## config.mk

```make
export PLATFORM = sky130hd
export DESIGN_NAME = acvfc_front
export DESIGN_NICKNAME = d
export VERILOG_FILES = /design/src/rtl/acvfc_pkg.sv /design/src/rtl/acvfc_front.sv
export SDC_FILE = /design/constraint.sdc
export NUM_CORES = 1
export LEC_CHECK = 0
export BUFFER_PORTS_ARGS = -buffer_cell sky130_fd_sc_hd__buf_4
export CORE_UTILIZATION = 42
export CTS_BUF_LIST = sky130_fd_sc_hd__clkbuf_16
export CTS_CLUSTER_SIZE = 28
export DETAILED_ROUTE_END_ITERATION = 7
export MAX_ROUTING_LAYER = met4
export PLACE_DENSITY_LB_ADDON = 0.15
export REMOVE_ABC_BUFFERS = 1
export SLEW_MARGIN = 20
export SYNTH_ARGS = -nofsm -noshare
export SYNTH_HDL_FRONTEND = slang
export SYNTH_SLANG_ARGS = --single-unit
```

## constraint.sdc

```tcl
create_clock -name clk -period 2.1 [get_ports clk]
set_clock_uncertainty 0.2 [all_clocks]
set_input_delay 0.21 -clock clk [delete_from_list [all_inputs] [get_ports clk]]
set_output_delay 0.21 -clock clk [all_outputs]
set_load 0.01 [all_outputs]
```

## src/rtl/acvfc_pkg.sv

```systemverilog
// Package for the AES-256 CTR voice frame cipher: shared types, constants,
// the S-box and the round helper functions. No dependencies.
package acvfc_pkg;

	localparam int FrameBytes = 27;
	localparam logic [23:0] FrameLimit = 24'd10000000;

	typedef enum logic [1:0] {
		OP_BYTE  = 2'd0,
		OP_START = 2'd1,
		OP_STOP  = 2'd2,
		OP_NONE  = 2'd3
	} op_t;

	typedef enum logic [2:0] {
		REG_KEY0  = 3'd0,
		REG_KEY1  = 3'd1,
		REG_KEY2  = 3'd2,
		REG_KEY3  = 3'd3,
		REG_NONCE = 3'd4
	} reg_t;

	// Work item handed from the front end to the back end.
	typedef struct packed {
		op_t        op;
		logic [7:0] data;
	} item_t;

	typedef struct packed {
		logic [7:0] data_out;
		logic       was_ciphered;
		logic       session_on;
		logic       frame_last;
	} result_t;

	function automatic logic [7:0] sbox(input logic [7:0] a);
		logic [7:0] t [0:255];
		t = '{
		8'h63,8'h7c,8'h77,8'h7b,8'hf2,8'h6b,8'h6f,8'hc5,8'h30,8'h01,8'h67,8'h2b,8'hfe,8'hd7,8'hab,8'h76,
		8'hca,8'h82,8'hc9,8'h7d,8'hfa,8'h59,8'h47,8'hf0,8'had,8'hd4,8'ha2,8'haf,8'h9c,8'ha4,8'h72,8'hc0,
		8'hb7,8'hfd,8'h93,8'h26,8'h36,8'h3f,8'hf7,8'hcc,8'h34,8'ha5,8'he5,8'hf1,8'h71,8'hd8,8'h31,8'h15,
		8'h04,8'hc7,8'h23,8'hc3,8'h18,8'h96,8'h05,8'h9a,8'h07,8'h12,8'h80,8'he2,8'heb,8'h27,8'hb2,8'h75,
		8'h09,8'h83,8'h2c,8'h1a,8'h1b,8'h6e,8'h5a,8'ha0,8'h52,8'h3b,8'hd6,8'hb3,8'h29,8'he3,8'h2f,8'h84,
		8'h53,8'hd1,8'h00,8'hed,8'h20,8'hfc,8'hb1,8'h5b,8'h6a,8'hcb,8'hbe,8'h39,8'h4a,8'h4c,8'h58,8'hcf,
		8'hd0,8'hef,8'haa,8'hfb,8'h43,8'h4d,8'h33,8'h85,8'h45,8'hf9,8'h02,8'h7f,8'h50,8'h3c,8'h9f,8'ha8,
		8'h51,8'ha3,8'h40,8'h8f,8'h92,8'h9d,8'h38,8'hf5,8'hbc,8'hb6,8'hda,8'h21,8'h10,8'hff,8'hf3,8'hd2,
		8'hcd,8'h0c,8'h13,8'hec,8'h5f,8'h97,8'h44,8'h17,8'hc4,8'ha7,8'h7e,8'h3d,8'h64,8'h5d,8'h19,8'h73,
		8'h60,8'h81,8'h4f,8'hdc,8'h22,8'h2a,8'h90,8'h88,8'h46,8'hee,8'hb8,8'h14,8'hde,8'h5e,8'h0b,8'hdb,
		8'he0,8'h32,8'h3a,8'h0a,8'h49,8'h06,8'h24,8'h5c,8'hc2,8'hd3,8'hac,8'h62,8'h91,8'h95,8'he4,8'h79,
		8'he7,8'hc8,8'h37,8'h6d,8'h8d,8'hd5,8'h4e,8'ha9,8'h6c,8'h56,8'hf4,8'hea,8'h65,8'h7a,8'hae,8'h08,
		8'hba,8'h78,8'h25,8'h2e,8'h1c,8'ha6,8'hb4,8'hc6,8'he8,8'hdd,8'h74,8'h1f,8'h4b,8'hbd,8'h8b,8'h8a,
		8'h70,8'h3e,8'hb5,8'h66,8'h48,8'h03,8'hf6,8'h0e,8'h61,8'h35,8'h57,8'hb9,8'h86,8'hc1,8'h1d,8'h9e,
		8'he1,8'hf8,8'h98,8'h11,8'h69,8'hd9,8'h8e,8'h94,8'h9b,8'h1e,8'h87,8'he9,8'hce,8'h55,8'h28,8'hdf,
		8'h8c,8'ha1,8'h89,8'h0d,8'hbf,8'he6,8'h42,8'h68,8'h41,8'h99,8'h2d,8'h0f,8'hb0,8'h54,8'hbb,8'h16};
		return t[a];
	endfunction

	function automatic logic [7:0] xt(input logic [7:0] a);
		return {a[6:0], 1'b0} ^ (a[7] ? 8'h1b : 8'h00);
	endfunction

	// Byte i of a 128-bit block sits in bits 127-8i down to 120-8i.
	function automatic logic [127:0] aes_round(input logic [127:0] s, input logic last);
		logic [7:0] t [0:15];
		logic [7:0] a0, a1, a2, a3, x;
		logic [127:0] r;
		for (int c = 0; c < 4; c++) begin
			for (int i = 0; i < 4; i++) begin
				t[4*c+i] = sbox(s[127-8*(4*((c+i)%4)+i) -: 8]);
			end
		end
		for (int c = 0; c < 4; c++) begin
			a0 = t[4*c]; a1 = t[4*c+1]; a2 = t[4*c+2]; a3 = t[4*c+3];
			x = a0 ^ a1 ^ a2 ^ a3;
			if (!last) begin
				t[4*c]   = a0 ^ x ^ xt(a0 ^ a1);
				t[4*c+1] = a1 ^ x ^ xt(a1 ^ a2);
				t[4*c+2] = a2 ^ x ^ xt(a2 ^ a3);
				t[4*c+3] = a3 ^ x ^ xt(a3 ^ a0);
			end
		end
		for (int i = 0; i < 16; i++) begin
			r[127-8*i -: 8] = t[i];
		end
		return r;
	endfunction

	function automatic logic [31:0] sub_word(input logic [31:0] w);
		return {sbox(w[31:24]), sbox(w[23:16]), sbox(w[15:8]), sbox(w[7:0])};
	endfunction

endpackage

```

## src/rtl/acvfc_front.sv

```systemverilog
// Front end: accepts input transactions and queues them for the back end.
// Depends on acvfc_pkg.
module acvfc_front (
	input  logic                clk,
	input  logic                arst_n,
	input  logic                in_valid,
	output logic                in_ready,
	input  acvfc_pkg::item_t    in_item,
	output logic                q_valid,
	input  logic                q_ready,
	output acvfc_pkg::item_t    q_item
);
	acvfc_pkg::item_t mem_q [0:1];
	logic             wp_q, rp_q;
	logic [1:0]       cnt_q;
	logic             push, pop;

	assign in_ready = (cnt_q != 2'd2);
	assign q_valid  = (cnt_q != 2'd0);
	assign q_item   = mem_q[rp_q];
	assign push     = in_valid && in_ready;
	assign pop      = q_valid && q_ready;

	always_ff @(posedge clk) begin
		if (push) begin
			mem_q[wp_q] <= in_item;
		end
	end

	always_ff @(posedge clk or negedge arst_n) begin
		if (!arst_n) begin
			wp_q  <= 1'b0;
			rp_q  <= 1'b0;
			cnt_q <= 2'd0;
		end else begin
			if (push) wp_q <= ~wp_q;
			if (pop) rp_q <= ~rp_q;
			cnt_q <= cnt_q + {1'b0, push} - {1'b0, pop};
		end
	end
endmodule

```

==> results of run 1 <==
==> cell families (layout without fill, tap and decap cells) <==
family,count (synthesis),count (layout),synth area share [%]
fa+ha+maj,2,2,2.73
flops,24,24,76.4
xor+xnor,4,4,3.82
buf+inv,2,42,0.954
mux,10,10,12.3
simple gates,6,6,3.82
==> through the flow <==
step	worst slack [ps]	area (µm²)	total power [mW]	util, %	instances
floorplan	241	912	1.04	-	47
global placement	267	1140	1.28	57.0	100
detailed placement	221	1140	1.29	57.0	100
CTS	200	1330	1.71	66.4	115
global route	114	1330	1.78	66.4	115
finish	190	1330	1.69	66.4	115
==> where the power goes <==
| group | switching [mW] | total (mW) | internal (mW) |
|---|---|---|---|
| clock | 0.142 | 0.396 | 0.253 |
| combinational | 0.240 | 0.546 | 0.306 |
| sequential | 0.0801 | 0.745 | 0.664 |
==> cells in the final DEF, fill, tap and decap left out <==
cell           netlist  routed
mux2_1               9       9
xor2_1               1       1
nor2_1               1       1
clkbuf_16            0       3
and3_1               1       1
mux2_2               1       1
nand2_1              1       1
and2_4               1       1
inv_1                1       2
dlygate4sd3_1        0      11
buf_4                0      26
or2_1                1       1
nand2b_1             1       1
ha_1                 2       2
xnor2_1              3       3
edfxtp_1            20      20
dfrtp_1              4       4
==> path summary, 6_finish.rpt <==
check,to,slack [ps]
max,cnt_q[1],190
min,rp_q,70
max reg2reg,cnt_q[1],190
min reg2reg,wp_q,300
max in group asynchronous,rp_q,1510
min in group asynchronous,wp_q,90
==> cell type report <==
cell class | instances | area [µm²]
timing repair buffer | 37 | 305
clock buffer | 3 | 75.1
tap | 27 | 33.8
inverter | 1 | 3.75
multi-input combinational | 22 | 208
fill | 147 | 672
sequential | 24 | 701
clock inverter | 1 | 3.75
==> cell usage after synthesis, drive strengths merged <==
cell type,instances,area share [%]
xnor2,3,2.9
nand2b,1,0.68
ha,2,2.7
xor2,1,0.96
nor2,1,0.41
edfxtp,20,65
and2,1,0.96
buf,1,0.55
nand2,1,0.41
dfrtp,4,11
and3,1,0.68
inv,1,0.41
mux2,10,12
or2,1,0.68
==> state kept, by name, indices dropped and copies added, names as in the netlist <==
signal and count:
rp_q 1, cnt_q 2, mem_q 20, wp_q 1
==> timing repair <==
item | in CTS | in global routing
endpoints found under the hold margin | 24 | 0
hold buffers | 11 | 0
endpoints found under the setup margin | 0 | 0
==> critical path, cell delays in order, from the launching register on <==
cell and delay, ps:
dfrtp_1 400, or2_1 270, and2_4 170, ha_1 270, inv_1 40, ha_1 180, xnor2_1 170, xnor2_1 140
==> metal layers <==
metal	GRT usage (%)	share of wire, %	up-vias
met5	-	0	-
met4	5.88	0	0
met3	3.14	4.4	0
met2	25.5	52	16
met1	17.0	44	260
li1	-	-	257
==> summary.txt, run 1 <==
Pre-Repair DR Iteration Count -> 2
Type of the tightest min-delay check -> input port to flop
YS warnings -> 0
IO Port Bufs -> 25
Worst EP arrival -> 1880 ps
H-tree depth -> 1
Worst Setup Path Type -> flop to flop
Actual slew at the worst max-slew pin -> 505 ps
Wire per inst -> 13.0 µm
Reg-to-reg startpoint -> cnt_q[1]
Post-synthesis register bit count -> 24
FF-to-FF path depth -> 7
Unrepaired setup endpoints after global routing -> no
Sum Neg Setup Slack -> 0 ps
Post-Synthesis Cell Area -> 917 µm²
Peak supply drop -> 0.692 mV
Minimum clock period -> 1910 ps
FMAX -> 524 MHz
Pin count of the biggest net entering global routing -> 14
CTS resizes -> 0
Final hold violation count -> 0
Root Driver -> clkbuf_16
Die W -> 48.7 µm
Cells after synthesis -> 48
Gpl congestion -> 0.703
Row count -> 16
Antenna-violating nets left -> 0
Slew Limit Fails -> 0
Hold slack -> 68.3 ps
Power per cell area -> 1270 nW/µm²
IO Count -> 26
Layout cells sized above 1 -> 35.2%
Dpl hpwl -> 926 µm
Vias per inst -> 4.63
Vias in the first global route -> 567
CTS Buf Count -> 3
Critical Path Start Type -> flop
CTS tree -> yes
Mean post-synth cell area -> 19.1 µm²
Post CTS Setup Buffer Count -> 0
Initial DRC Count -> 4
Die footprint -> 2370 µm²
Initial antenna violation count -> 0
Critical Path End Type -> flop
MaxCap Viol Count -> 0
Total gr overflow -> 0
First-pass GRT wire length -> 2550 µm
Setup violators final -> 0
P&R area growth vs syn -> 45.0%
Hold path cells -> 3
Origin of the worst setup path -> cnt_q[1]
Worst EP required -> 2070 ps
DR vias -> 533
Sink Count -> 24
Sequential share of the synthesized area -> 76.4%
Area of the core -> 2000 µm²
Slew headroom -> 66.3%
Hold Startpoint -> q_ready
Outcome -> finished clean
Max FO, Critical Path -> 3
Leakage power -> 0.536 nW
Synth cell types -> 15
Die Ht -> 48.7 µm
Nets -> 105
Remaining routing DRC violations -> 0
Initial Util -> 45.8%
Period utilization -> 90.9%
Worst skew pair latency -> 250 ps
Total GRT Usage -> 14.9%
CTS max path bufs -> 2
Inserted Diodes -> 0
CTS clk-pin slew, worst paths -> 60 ps
Final WL -> 1490 µm
Power figures use the tool's default switching activity.
==> run 2: changes to the inputs <==
RECOVER_POWER = 25   (was not set)
==> run 2 against run 1 <==
  * Register-to-register slack hardly changed
  * Global-route usage stayed put
  * Clock power hardly changed
  * Setup slack hardly changed
  * Flip-flop and latch count stayed put
  * Sequential share of layout area is 0.15 points higher
  * Fmax hardly changed
  * Non-clock buffer count stayed put
==> summary.txt, run 2 (synthesized netlist as in run 1, its figures left out) <==
CTS max path bufs -> 2 (unchanged)
Initial DRC Count -> 4 (unchanged)
Minimum clock period -> 1910 ps (+0.0590 ps)
Reg-to-reg startpoint -> cnt_q[1]
Sink Count -> 24 (unchanged)
DR vias -> 532 (-0.19%)
MaxCap Viol Count -> 0 (unchanged)
Initial Util -> 45.8% (unchanged)
Die Ht -> 48.7 µm (unchanged)
Unrepaired setup endpoints after global routing -> no
Total GRT Usage -> 14.9% (unchanged)
Root Driver -> clkbuf_16
CP Buf/Inv Count -> 1 (unchanged)
Vias in the first global route -> 567 (unchanged)
IO Count -> 26 (unchanged)
Total power -> 1.68 mW (-0.15%)
Worst EP arrival -> 1880 ps (about the same)
Placement Cell Area -> 1140 µm² (unchanged)
Delay-heaviest family, CP -> adder cells
Sw frac -> 27.4% (about the same)
Internal Pwr Total -> 1.22 mW (-0.12%)
Worst EP required -> 2070 ps (about the same)
CTS Buf Count -> 3 (unchanged)
Origin of the worst setup path -> cnt_q[1]
Hold Startpoint -> q_ready
FMAX -> 524 MHz (about the same)
Type of the tightest min-delay check -> input port to flop
CP peak stage delay -> 400 ps (about the same)
Hold EP -> rp_q
Initial antenna violation count -> 0 (unchanged)
Register with the most flip-flops -> mem_q
Die footprint -> 2370 µm² (unchanged)
CTS tree -> yes
R2R setup slack -> 190 ps (about the same)
Dpl hpwl -> 926 µm (unchanged)
Total gr overflow -> 0 (unchanged)
Max FFs per register -> 20 (unchanged)
Power per cell area -> 1270 nW/µm² (+0.13%)
Nets -> 105 (unchanged)
Clock power share -> 23.4% (about the same)
Critical Path Start Type -> flop
Gpl congestion -> 0.703 (unchanged)
Largest registers in the final layout -> mem_q (20), cnt_q (2)
Wire per inst -> 13.0 µm (about the same)
Worst Setup Path Type -> flop to flop
Slew headroom -> 66.6% (+0.24 points)
Worst skew pair latency -> 250 ps (about the same)
CTS resizes -> 0 (unchanged)
Setup violators final -> 0 (unchanged)
Most common cell after layout, fill and taps aside -> edfxtp_1
Net Switching -> 0.462 mW (-0.25%)
Inserted Diodes -> 0 (unchanged)
Critical Path End Type -> flop
Pin count of the biggest net entering global routing -> 14 (unchanged)
Remaining routing DRC violations -> 0 (unchanged)
Most frequent cells in the layout -> 20 x edfxtp_1, 19 x buf_4, 11 x dlygate4sd3_1, 9 x mux2_1, 6 x clkbuf_4
Sequential cell area -> 701 µm² (unchanged)
Area occupied by multi-input gates -> 208 µm² (unchanged)
IO Port Bufs -> 25 (unchanged)
Hold path cells -> 3 (unchanged)
Peak supply drop -> 0.691 mV (about the same)
Final hold violation count -> 0 (unchanged)
Layout cells sized above 1 -> 34.1% (-1.1 points)
P&R area growth vs syn -> 44.6%
Placed insts -> 100 (unchanged)
Slew Limit Fails -> 0 (unchanged)
Seq pwr share -> 44.2% (about the same)
Final instance area -> 1330 µm² (-0.28%)
Crit-path cells -> or2_1 -> and2_4 -> ha_1 -> inv_1 -> ha_1 -> xnor2_1 -> xnor2_1
Non-filler cells, final -> 115 (unchanged)
Period utilization -> 90.9% (about the same)
First-pass GRT wire length -> 2550 µm (unchanged)
H-tree depth -> 1 (unchanged)
Leakage power -> 0.531 nW (-0.90%)
Pre-Repair DR Iteration Count -> 2 (unchanged)
Vias per inst -> 4.63 (-0.19%)
Final WL -> 1490 µm (about the same)
Max FO, Critical Path -> 3 (unchanged)
FF-to-FF path depth -> 7 (unchanged)
CTS clk-pin slew, worst paths -> 60 ps (about the same)
Worst-path cell with the longest stage delay -> dfrtp_1
Sum Neg Setup Slack -> 0 ps (unchanged)
Area of the core -> 2000 µm² (unchanged)
Outcome -> finished clean
Fill count -> 148 (+0.68%)
Comb power frac -> 32.4% (about the same)
Row count -> 16 (unchanged)
Actual slew at the worst max-slew pin -> 501 ps (-3.57 ps)
Reg-to-Reg End -> cnt_q[1]
Die W -> 48.7 µm (unchanged)
Antenna-violating nets left -> 0 (unchanged)
run 2: how the worst max path moves through the flow:
stage,endpoint,slack [ps],cells past startpoint
2_1_floorplan,cnt_q[1],240,7
3_3_place_gp,cnt_q[1],270,7
3_5_place_dp,cnt_q[1],220,7
4_1_cts,cnt_q[1],200,7
5_1_grt,cnt_q[1],110,7
6_report,cnt_q[1],190,7
run 2: final cells by class:
class | count | share of cell area [%]
Timing Repair Buffer | 37 | 22.7
Tap cell | 27 | 2.55
Clock inverter | 1 | 0.283
Sequential cell | 24 | 52.8
Multi-Input combinational cell | 22 | 15.7
Inverter | 1 | 0.283
Clock buffer | 3 | 5.66
run 2: through the flow:
step | hold slack (ps) | worst slack (ps) | util (%)
6_report | 68.2 | 190 | 66.3
2_1_floorplan | -286 | 241 | -
4_1_cts | 62.0 | 200 | 66.4
3_3_place_gp | -189 | 267 | 57.0
5_1_grt | 70.7 | 114 | 66.3
3_5_place_dp | -190 | 221 | 57.0
run 2: tightest hold or removal path, stage by stage:
cell	delay (ps)
buf_4	80
and2_4	130
xor2_1	50
run 2: metal layers:
metal  vias to the layer above  GRT usage [%]  wire length, µm
met2                        16           25.5              765
met1                       259           17.0              659
met4                         0           5.88                0
met5                         -              -                0
met3                         0           3.14               66
li1                        257              -                -
run 2: power by group through the flow:
stage / registers [mW] / clock network (mW) / logic, mW
after floorplan: 0.733 / 0 / 0.307
after global placement: 0.752 / 0 / 0.528
after detailed placement: 0.757 / 0 / 0.530
after CTS: 0.747 / 0.405 / 0.553
after global routing: 0.762 / 0.429 / 0.592
final: 0.744 / 0.395 / 0.545
run 2: repair_timing:
action / in CTS / in global routing
setup buffers: 0 / 0
hold buffers: 11 / 0
endpoints found under the hold margin: 24 / 0
==> run 3: changes to the inputs <==
MAX_ROUTING_LAYER = not set   (was met4)
==> run 3 against run 2 <==
  * Setup slack barely moved
  * Non-clock buffer count did not move
  * Wire length barely moved
  * Via count rose by 0.56%
  * Flip-flop and latch count did not move
  * Sequential power barely moved
  * Highest routed layer unchanged
  * Fmax barely moved
==> summary.txt, run 3 (synthesized netlist as in run 1, its figures left out) <==
Outcome -> finished clean
Placement Cell Area -> 1140 µm² (unchanged)
Total GRT Usage -> 14.6% (-0.29 points)
Final WL -> 1490 µm (about the same)
Initial antenna violation count -> 0 (unchanged)
FF-to-FF path depth -> 7 (unchanged)
Seq pwr share -> 44.3% (about the same)
CTS Buf Count -> 3 (unchanged)
Row count -> 16 (unchanged)
Sink Count -> 24 (unchanged)
Hold Startpoint -> q_ready
Root Driver -> clkbuf_16
Die W -> 48.7 µm (unchanged)
Minimum clock period -> 1910 ps (-0.144 ps)
Die Ht -> 48.7 µm (unchanged)
Post CTS Setup Buffer Count -> 0 (unchanged)
Total power -> 1.68 mW (-0.12%)
CTS clk-pin slew, worst paths -> 50 ps (about the same)
Most frequent cells in the layout -> 20 x edfxtp_1, 19 x buf_4, 11 x dlygate4sd3_1, 9 x mux2_1, 6 x clkbuf_4
Non-filler cells, final -> 115 (unchanged)
Reg-to-reg startpoint -> cnt_q[1]
CP Buf/Inv Count -> 1 (unchanged)
Setup violators final -> 0 (unchanged)
Vias per inst -> 4.65 (+0.56%)
Gpl congestion -> 0.695 (-1.1%)
Max FO, Critical Path -> 3 (unchanged)
Utilization after layout -> 66.3% (unchanged)
FMAX -> 524 MHz (about the same)
Net Switching -> 0.460 mW (-0.42%)
First-pass GRT wire length -> 2570 µm (+1.1%)
Placed insts -> 100 (unchanged)
Hold buffer count at cts -> 11 (unchanged)
Power per cell area -> 1270 nW/µm² (-0.12%)
Most common cell after layout, fill and taps aside -> edfxtp_1
Fill count -> 148 (unchanged)
Type of the tightest min-delay check -> input port to flop
Hold EP -> rp_q
Period utilization -> 90.9% (about the same)
Inserted Diodes -> 0 (unchanged)
Sw frac -> 27.3% (-0.084 points)
Vias in the first global route -> 566 (-0.18%)
Largest registers in the final layout -> mem_q (20), cnt_q (2)
Reg-to-Reg End -> cnt_q[1]
MaxCap Viol Count -> 0 (unchanged)
Worst-path cell with the longest stage delay -> dfrtp_1
Remaining routing DRC violations -> 0 (unchanged)
Final instance area -> 1330 µm² (unchanged)
Total gr overflow -> 0 (unchanged)
Peak supply drop -> 0.689 mV (-0.25%)
Register with the most flip-flops -> mem_q
Leakage power -> 0.531 nW (unchanged)
Clock power share -> 23.4% (about the same)
Max FFs per register -> 20 (unchanged)
IO Count -> 26 (unchanged)
Actual slew at the worst max-slew pin -> 498 ps (-3.23 ps)
R2R setup slack -> 190 ps (about the same)
DR vias -> 535 (+0.56%)
Worst EP required -> 2070 ps (about the same)
Worst skew pair latency -> 250 ps (about the same)
Initial Util -> 45.8% (unchanged)
Layout cells sized above 1 -> 34.1% (unchanged)
Hold slack -> 68.8 ps (+0.564 ps)
Pin count of the biggest net entering global routing -> 14 (unchanged)
Die footprint -> 2370 µm² (unchanged)
CTS tree -> yes
Dpl hpwl -> 926 µm (unchanged)
Final hold violation count -> 0 (unchanged)
Initial DRC Count -> 4 (unchanged)
IO Port Bufs -> 25 (unchanged)
CP peak stage delay -> 400 ps (about the same)
Pre-CTS setup slack -> 221 ps (unchanged)
Setup ws final -> 191 ps (+0.144 ps)
Sum Neg Setup Slack -> 0 ps (unchanged)
Slew Limit Fails -> 0 (unchanged)
H-tree depth -> 1 (unchanged)
Unrepaired setup endpoints after global routing -> no
Critical Path End Type -> flop
Comb power frac -> 32.3% (about the same)
Antenna-violating nets left -> 0 (unchanged)
Worst Setup Path Type -> flop to flop
Wire per inst -> 13.0 µm (about the same)
Slew headroom -> 66.8% (+0.22 points)
Hold path cells -> 3 (unchanged)
Pre-Repair DR Iteration Count -> 2 (unchanged)
Delay-heaviest family, CP -> adder cells
Nets -> 105 (unchanged)
CTS max path bufs -> 2 (unchanged)
Crit-path cells -> or2_1 -> and2_4 -> ha_1 -> inv_1 -> ha_1 -> xnor2_1 -> xnor2_1
Critical Path Start Type -> flop
P&R area growth vs syn -> 44.6% (unchanged)
Internal Pwr Total -> 1.22 mW (about the same)
Worst EP arrival -> 1880 ps (about the same)
Area of the core -> 2000 µm² (unchanged)
CTS resizes -> 0 (unchanged)
## run 3: cell counts in the layout (fill, tap and decap cells not counted)
Identical to the previous run, type by type.
## run 3: layout make-up
cell class                 instances  area (µm²)  area share (%)
inverter                           1        3.75           0.283
tap                               27        33.8            2.55
clock buffer                       3        75.1            5.66
sequential                        24         701            52.8
multi-input combinational         22         208            15.7
timing repair buffer              37         302            22.7
clock inverter                     1        3.75           0.283
## run 3: power by group through the flow
| stage | Sequential, mW | Combinational [mW] | Clock [mW] |
|---|---|---|---|
| 2_1_floorplan | 0.733 | 0.307 | 0 |
| 3_3_place_gp | 0.752 | 0.528 | 0 |
| 3_5_place_dp | 0.757 | 0.530 | 0 |
| 4_1_cts | 0.747 | 0.553 | 0.405 |
| 5_1_grt | 0.762 | 0.593 | 0.429 |
| 6_report | 0.745 | 0.544 | 0.394 |
## run 3: worst max path at each step
| stage | start | endpoint | slack (ps) | cells past startpoint |
|---|---|---|---|---|
| final | cnt_q[1] | cnt_q[1] | 190 | 7 |
| after global routing | cnt_q[1] | cnt_q[1] | 110 | 7 |
| after CTS | cnt_q[1] | cnt_q[1] | 200 | 7 |
| after detailed placement | cnt_q[1] | cnt_q[1] | 220 | 7 |
| after global placement | cnt_q[1] | cnt_q[1] | 270 | 7 |
| after floorplan | cnt_q[1] | cnt_q[1] | 240 | 7 |
## run 3: layer usage
metal,GRT usage [%],up-vias,wire length (µm)
met1,17.4,262,660
met2,25.5,16,765
met5,0,-,0
met3,3.14,0,66
met4,5.88,0,0
li1,-,257,-
## run 3: worst min-delay path: stages
cell,delay [ps]
buf_4,80
and2_4,130
xor2_1,50
